## src/hw/rtl/assert_macros.svh

```systemverilog
// Assertion macros for the rigid body integrator RTL.
// Each macro expects clk_i and rst_ni in the including scope.
`ifndef ASSERT_MACROS_SVH
`define ASSERT_MACROS_SVH

// Same-cycle implication, checked outside reset.
`define RBEI_ASSERT(lbl, prop, msg) \
  lbl: assert property (@(posedge clk_i) disable iff (!rst_ni) prop) else $error(msg);

// Next-cycle implication, checked outside reset.
`define RBEI_ASSERT_NEXT(lbl, ante, cons, msg) \
  lbl: assert property (@(posedge clk_i) disable iff (!rst_ni) (ante) |=> (cons)) else $error(msg);

`endif

```

## src/hw/rtl/rbei_pkg.sv

```systemverilog
// Shared types, command encodings and saturation helpers for the
// rigid body integrator. No dependencies.
`default_nettype none

package rbei_pkg;

  localparam int unsigned DATA_W      = 32;
  localparam int unsigned CFG_IDX_W   = 2;
  localparam int unsigned IN_TDATA_W  = 88;
  localparam int unsigned OUT_TDATA_W = 192;
  localparam int unsigned STEP_W      = 4;

  typedef enum logic [1:0] {
    FN_FORCE,
    FN_TORQUE,
    FN_IMPULSE,
    FN_UPDATE
  } func_e;

  typedef enum logic [2:0] {
    OA_FX, OA_FY, OA_TQ, OA_VX, OA_VY, OA_SP, OA_AX, OA_AY
  } opa_e;

  typedef enum logic [1:0] {
    OB_IMASS, OB_IINER, OB_DT
  } opb_e;

  typedef enum logic [1:0] {
    WS_PROD, WS_AX, WS_AY
  } wsrc_e;

  typedef enum logic [3:0] {
    WD_FX, WD_FY, WD_TQ, WD_VX, WD_VY, WD_SP, WD_PX, WD_PY, WD_RT
  } wdst_e;

  typedef enum logic {
    WM_SET, WM_ADD
  } wmode_e;

  typedef struct packed {
    logic   cap;
    logic   mul_en;
    opa_e   opa;
    opb_e   opb;
    logic   wb_en;
    wsrc_e  wsrc;
    wdst_e  wdst;
    wmode_e wmode;
    logic   clr_sums;
    logic   out_load;
  } cmd_t;

  typedef struct packed {
    func_e func;
    logic  is_static;
  } sts_t;

  function automatic logic signed [31:0] sat48(input logic signed [47:0] v);
    logic signed [31:0] r;
    if (v[47:31] == {17{v[47]}}) begin
      r = v[31:0];
    end else begin
      r = v[47] ? 32'sh8000_0000 : 32'sh7FFF_FFFF;
    end
    return r;
  endfunction

  function automatic logic signed [31:0] add_sat(input logic signed [31:0] a,
                                                 input logic signed [31:0] b);
    logic signed [32:0] s;
    logic signed [31:0] r;
    s = {a[31], a} + {b[31], b};
    if (s[32] == s[31]) begin
      r = s[31:0];
    end else begin
      r = s[32] ? 32'sh8000_0000 : 32'sh7FFF_FFFF;
    end
    return r;
  endfunction

endpackage

`default_nettype wire

```

## src/hw/rtl/rbei_ctrl.sv

```systemverilog
// Controller: item handshake, step sequencer issuing datapath commands,
// and result valid. Uses rbei_pkg and assert_macros.svh.
`default_nettype none
`include "assert_macros.svh"

module rbei_ctrl (
  input  wire logic           clk_i,
  input  wire logic           rst_ni,
  input  wire logic           s_valid_i,
  output      logic           s_ready_o,
  output      logic           m_valid_o,
  input  wire logic           m_ready_i,
  input  wire rbei_pkg::sts_t sts_i,
  output      rbei_pkg::cmd_t cmd_o
);
  import rbei_pkg::*;

  typedef enum logic [1:0] {ST_IDLE, ST_RUN, ST_OUT} state_e;

  state_e              state_q;
  logic [STEP_W-1:0]   step_q;
  logic [STEP_W-1:0]   last_step;
  logic                m_valid_q;
  cmd_t                op;

  function automatic cmd_t mk(input logic mul_en, input opa_e opa, input opb_e opb,
                              input logic wb_en, input wsrc_e wsrc, input wdst_e wdst,
                              input wmode_e wmode);
    cmd_t c;
    c          = '0;
    c.mul_en   = mul_en;
    c.opa      = opa;
    c.opb      = opb;
    c.wb_en    = wb_en;
    c.wsrc     = wsrc;
    c.wdst     = wdst;
    c.wmode    = wmode;
    return c;
  endfunction

  always_comb begin
    op        = '0;
    last_step = '0;
    unique case (sts_i.func)
      FN_FORCE: begin
        last_step = 4'd1;
        if (step_q == 4'd0) begin
          op = mk(1'b0, OA_AX, OB_DT, 1'b1, WS_AX, WD_FX, WM_ADD);
        end else begin
          op = mk(1'b0, OA_AX, OB_DT, 1'b1, WS_AY, WD_FY, WM_ADD);
        end
      end
      FN_TORQUE: begin
        op = mk(1'b0, OA_AX, OB_DT, 1'b1, WS_AX, WD_TQ, WM_ADD);
      end
      FN_IMPULSE: begin
        if (!sts_i.is_static) begin
          last_step = 4'd2;
          unique case (step_q)
            4'd0:    op = mk(1'b1, OA_AX, OB_IMASS, 1'b0, WS_PROD, WD_VX, WM_ADD);
            4'd1:    op = mk(1'b1, OA_AY, OB_IMASS, 1'b1, WS_PROD, WD_VX, WM_ADD);
            default: op = mk(1'b0, OA_AY, OB_IMASS, 1'b1, WS_PROD, WD_VY, WM_ADD);
          endcase
        end
      end
      FN_UPDATE: begin
        if (!sts_i.is_static) begin
          last_step = 4'd9;
          unique case (step_q)
            4'd0: op = mk(1'b1, OA_FX, OB_IMASS, 1'b0, WS_PROD, WD_FX, WM_SET);
            4'd1: op = mk(1'b1, OA_FY, OB_IMASS, 1'b1, WS_PROD, WD_FX, WM_SET);
            4'd2: op = mk(1'b1, OA_TQ, OB_IINER, 1'b1, WS_PROD, WD_FY, WM_SET);
            4'd3: op = mk(1'b1, OA_FX, OB_DT,    1'b1, WS_PROD, WD_TQ, WM_SET);
            4'd4: op = mk(1'b1, OA_FY, OB_DT,    1'b1, WS_PROD, WD_VX, WM_ADD);
            4'd5: op = mk(1'b1, OA_TQ, OB_DT,    1'b1, WS_PROD, WD_VY, WM_ADD);
            4'd6: op = mk(1'b1, OA_VX, OB_DT,    1'b1, WS_PROD, WD_SP, WM_ADD);
            4'd7: op = mk(1'b1, OA_VY, OB_DT,    1'b1, WS_PROD, WD_PX, WM_ADD);
            4'd8: op = mk(1'b1, OA_SP, OB_DT,    1'b1, WS_PROD, WD_PY, WM_ADD);
            default: begin
              op          = mk(1'b0, OA_SP, OB_DT, 1'b1, WS_PROD, WD_RT, WM_ADD);
              op.clr_sums = 1'b1;
            end
          endcase
        end
      end
      default: op = '0;
    endcase
  end

  assign s_ready_o = (state_q == ST_IDLE);
  assign m_valid_o = m_valid_q;

  always_comb begin
    cmd_o          = '0;
    cmd_o.cap      = s_valid_i && s_ready_o;
    if (state_q == ST_RUN) begin
      cmd_o     = op;
      cmd_o.cap = 1'b0;
    end
    cmd_o.out_load = (state_q == ST_OUT) && (!m_valid_q || m_ready_i);
  end

  always_ff @(posedge clk_i or negedge rst_ni) begin
    if (!rst_ni) begin
      state_q   <= ST_IDLE;
      step_q    <= '0;
      m_valid_q <= 1'b0;
    end else begin
      if (cmd_o.out_load) begin
        m_valid_q <= 1'b1;
      end else if (m_ready_i) begin
        m_valid_q <= 1'b0;
      end
      unique case (state_q)
        ST_IDLE: begin
          step_q <= '0;
          if (s_valid_i) begin
            state_q <= ST_RUN;
          end
        end
        ST_RUN: begin
          if (step_q == last_step) begin
            state_q <= ST_OUT;
          end else begin
            step_q <= step_q + 4'd1;
          end
        end
        ST_OUT: begin
          if (cmd_o.out_load) begin
            state_q <= ST_IDLE;
          end
        end
        default: state_q <= ST_IDLE;
      endcase
    end
  end

  `RBEI_ASSERT_NEXT(a_one_item, s_valid_i && s_ready_o, !s_ready_o, "item accepted while busy")
  `RBEI_ASSERT(a_load_free, cmd_o.out_load |-> (!m_valid_q || m_ready_i), "result overwritten")
  `RBEI_ASSERT(a_step_range, (state_q == ST_RUN) |-> (step_q <= last_step), "step overrun")

endmodule

`default_nettype wire

```

## config.mk

```make
export PLATFORM = sky130hd
export DESIGN_NAME = rbei_ctrl
export DESIGN_NICKNAME = d
export VERILOG_FILES = /design/src/hw/rtl/rbei_pkg.sv /design/src/hw/rtl/rbei_ctrl.sv
export VERILOG_INCLUDE_DIRS = /design/src /design/src/hw/rtl
export SDC_FILE = /design/constraint.sdc
export NUM_CORES = 1
export LEC_CHECK = 0
export BUFFER_PORTS_ARGS = -buffer_cell sky130_fd_sc_hd__buf_2
export CAP_MARGIN = 15
export CORE_MARGIN = 5
export CORE_UTILIZATION = 55
export CTS_BUF_LIST = sky130_fd_sc_hd__clkbuf_8
export DETAILED_ROUTE_END_ITERATION = 16
export HOLD_SLACK_MARGIN = 0.15
export PLACE_DENSITY = 0.85
export SLEW_MARGIN = 5
export SYNTH_ARGS = -nofsm -noshare
export SYNTH_HDL_FRONTEND = slang
export SYNTH_SLANG_ARGS = --single-unit
export TNS_END_PERCENT = 10
```

## constraint.sdc

```tcl
create_clock -name clk_i -period 3.2 [get_ports clk_i]
set_input_delay 0.32 -clock clk_i [delete_from_list [all_inputs] [get_ports clk_i]]
set_output_delay 0.32 -clock clk_i [all_outputs]
set_load 0.02 [all_outputs]
```

[Word-level counts from Yosys, hierarchy flattened]
Memories as Yosys holds them, arrays and structs flattened.
Cells that the tools add are included.
Operators by class
  equal/unequal tests: 11
  reduce and logical (&&, ||, !) cells: 11
  $add $sub $neg: 1
  multiplexer cells: 17
Operators with widths (number)
  16-bit case mux with 4 select lines: 1
  16-bit two-way mux: 2
  16-bit case mux with 2 select lines: 1
  17-bit two-way mux: 1
  4-bit case mux with 3 select lines: 1
  9-bit two-way mux: 1
  2-bit two-way mux: 4
  4-bit two-way mux: 2
  4-bit case mux with 2 select lines: 1
  2-bit == test (second input constant): 3
  2-bit != test (second input constant): 3
  2-bit case mux with 3 select lines: 1
  4-bit by 1-bit adder with 4-bit output (second input constant): 1
  2-bit by 1-bit == test with 1-bit output (second input constant): 2
  4-bit by 1-bit == test with 1-bit output (second input constant): 1
  4-bit == test: 1
  2-bit zero test: 2
  4-bit zero test: 1
  2-bit nonzero test: 2
  3-bit AND reduction: 1
  1-bit logical AND: 2
  1-bit two-way mux: 2
  2-bit by 1-bit != test with 1-bit output (second input constant): 1
  2-bit AND reduction: 1
  2 further kinds: 2
Word-level totals
  memory bits (read-only): 208
  output and inout bits: 19
  memories: 1
  flip-flop bits (word level): 7
Memory list
  (name not given): words 16, bits a word 13, rd ports 1, clocked after Yosys merged registers in 0, write ports 0, line rbei_ctrl.sv:69  | unique case (step_q)

[Depth between registers and ports, before layout]
  depth in word-level cells: 5
  mapped depth: 7

[Worst setup path after synthesis]
No wires, ideal clock.
  path kind: register -> output
  start point: reg step_q[0]
  end point: out cmd_o[4] in the netlist's numbering
  stages on the path, launching flop included: 8
  setup slack: 1233 ps
  data required time: 2880 ps
  arrival: 1647 ps
  cells stage by stage: dfrtp_1 -> inv_1 -> ha_1 -> nor2b_1 -> o21ai_1 -> a21oi_1 -> o21ai_1 -> a21oi_1
RTL lines
  start: declaration: line rbei_ctrl.sv:21  | logic [STEP_W-1:0] step_q;
  start signal: assignment: line rbei_ctrl.sv:125  | step_q <= step_q + 4'd1;
  end: declaration: line rbei_ctrl.sv:14  | output rbei_pkg::cmd_t cmd_o

==> reports/metrics.csv <==
metric;value;unit
worstHoldPathType;in -> reg;
synthesis.area;850;um2
ys_seq_elements;7;
cpPeakStageDelay;0.48;ns
p_total;0.727;mW
synth_cell_types;37;
synth_fp_nets;132;
relSlewSlack;65.9;%
rows;14;
gp_congestion;0.883;
critPathKind;reg -> out;
cpMaxStageDelayCell;dfrtp_1;
synth-edff-count;0;
critPathLaunchType;register;
arrival;1.93;ns
cts_num_sinks;7;
tightest_slew;0.511;ns
finClkSkew;0.00326;ns
drt-total-wl;2060;um
cts_buffer_depth;2;
overflow;0;
synth_cells;119;
ir_drop;0.548;mV
fmax;444;MHz
synth_warnings;0;
n_antenna_cell;0;
die_h;49.3;um
cts_resized;0;
path_cells;inv_1 -> ha_1 -> nor2b_1 -> o21ai_1 -> a21oi_1 -> o21ai_1 -> a21oi_1 -> buf_2;
synthTopCellsByCount;a21oi_1 (13), nor2_1 (13), nand2_1 (11), dfrtp_1 (7);
rsz0062_at_grt;false;
post_drt_wl_per_cell;13.4;um
yosys.area.top_type;dfrtp_1;
ios;26;
synth.top_cell.area_share;20.6;%
setup_viol;0;
grt_pass1_wl;3540;um
synth_area_leaders;dfrtp_1 (21%), ha_1 (8.8%), a21oi_1 (7.7%), nor2_1 (5.7%), nand2_1 (4.9%);
final_hold_viol_count;0;
cts_buffers;3;
max_cap_violations;0;
dp_hpwl;1560;um
grt_max_degree;18;
die_w;49.3;um
layout.nets;152;
critPathMaxFanout;9;
port_buffers;25;
outcome;finished clean;
clkTransAtPathRegs;0.04;ns
syn_area_per_cell;7.14;um2
antenna_found_initial;0;
n_fill_cell;137;
root_buffer;clkbuf_8;
route.detailed.drc;0;
htreeDepth;1;
ys.flop_type;dfrtp_1;
worstSkewPairLatency;0.23;ns
finalNonFillerCells;154;
core;1490;um2
drive_gt1_share;23.9;%
first_pass_iters;4;
min_period;2.25;ns
drt_iter0_drc;24;
dieArea;2430;um2
detail_route.vias_per_cell;5.82;
cts_tree;done;
final.period_utilization;70.5;%
power.density;738;nW/um2
vias;896;
grt_pass1_vias;784;
initial_core_util;57.1;%
p_leak;0.492;nW
async_reset_ff_share;100;%
setup_tns;0;ns
ant_nets;0;
critical_path_required;2.88;ns
grtUsageTotal;17.8;%
end_kind;output port;
area_delta_synth_final;15.9;%
dp_cells;149;
drv_slew;0;
synth_seq_area_share;20.6;%
-- through the flow --
| step | hold slack (ns) | utilization, % | area, um2 | worst slack, ns |
|---|---|---|---|---|
| after floorplan | 0.0244 | - | 850 | 1.23 |
| after global placement | 0.153 | 62.4 | 930 | 1.23 |
| after detailed placement | 0.160 | 62.4 | 930 | 1.19 |
| after CTS | 0.374 | 66.1 | 985 | 0.949 |
| after global routing | 0.382 | 66.1 | 985 | 0.699 |
| final | 0.374 | 66.1 | 985 | 0.945 |
-- final cells by class --
class / instances / area [um2] / share of cell area, %
sequential: 7 / 175 / 17.8
clock inverter: 1 / 3.75 / 0.381
tap: 16 / 20.0 / 2.03
multi-input combinational: 93 / 579 / 58.8
inverter: 8 / 30.0 / 3.05
timing repair buffer: 26 / 135 / 13.7
clock buffer: 3 / 41.3 / 4.19
-- power breakdown --
group / total [mW] / leakage [nW] / internal, mW / switching [mW]
Clock: 0.119 / 0.0269 / 0.0828 / 0.0367
Sequential: 0.164 / 0.0924 / 0.115 / 0.0490
Combinational: 0.443 / 0.373 / 0.163 / 0.280
Total: 0.727 / 0.492 / 0.361 / 0.366
-- cells by family after synthesis --
group	share of synthesized area, %
compound gates	27.4
mux	2.36
fa+ha+maj	8.84
buf+inv	11.2
flops	20.6
simple gates	29.6
-- timing repair --
item | 4_1_cts | 5_1_grt
hold buffers | 1 | 0
endpoints found under the hold margin | 7 | 0
buffers inserted | 0 | 0
-- worst paths after layout --
path	from	endpoint	slack (ns)	cells past startpoint
worst min register to register	m_valid_o$_DFFE_PN0P_	m_valid_o$_DFFE_PN0P_	0.51	2
min in group asynchronous	rst_ni	m_valid_o$_DFFE_PN0P_	0.46	2
worst max register to register	step_q[1]$_DFFE_PN0P_	step_q[2]$_DFFE_PN0P_	1.65	5
worst min-delay path	s_valid_i	state_q[0]$_DFFE_PN0P_	0.37	3
worst max-delay path	step_q[0]$_DFFE_PN0P_	cmd_o[4]	0.95	8
max in group asynchronous	rst_ni	state_q[0]$_DFFE_PN0P_	2.59	2
-- cells in the final DEF (no fill, tap or decap) --
master         count
nand2b_1           6
a21o_1             2
a32o_1             1
o22a_1             1
o32ai_1            1
and3_1             2
nand3b_4           1
inv_2              2
dlygate4sd3_1      1
nand2_1           11
a221oi_1           1
o21ai_1            6
o21ai_0            3
nor2b_1            4
nor2_1            13
o22ai_1            3
nor4_1             2
buf_2             25
o211ai_1           2
a31oi_1            2
and2_1             1
nand3_1            3
or3_1              1
a211oi_1           1
a31o_2             1
clkbuf_8           3
a21oi_1           13
nor3_1             1
or2_4              1
a211o_1            1
dfrtp_1            7
ha_1               6
and4bb_1           1
mux2i_1            2
inv_1              7
-- flip-flops by register name, summed over array words and instances (netlist names) --
signal	count
step_q	4
state_q	2
m_valid_o	1
-- routing by layer --
layer / global-route usage [%] / up-vias / share of wire, %
li1: - / 454 / -
met1: 23.1 / 404 / 42
met2: 28.8 / 38 / 50
met3: 5.20 / 0 / 7.9
met4: 4.04 / 0 / 0
met5: 0 / - / 0
-- worst max-delay path: cells and delay by family (launching register included) --
family                     cells  cell delay, ns
and+or+nand+nor                1            0.11
buffers and inverters          2            0.33
adders and majority gates      1            0.35
DFF                            1            0.48
AOI/OAI and AO/OA              4            0.43
(Power assumes the default switching activity.)
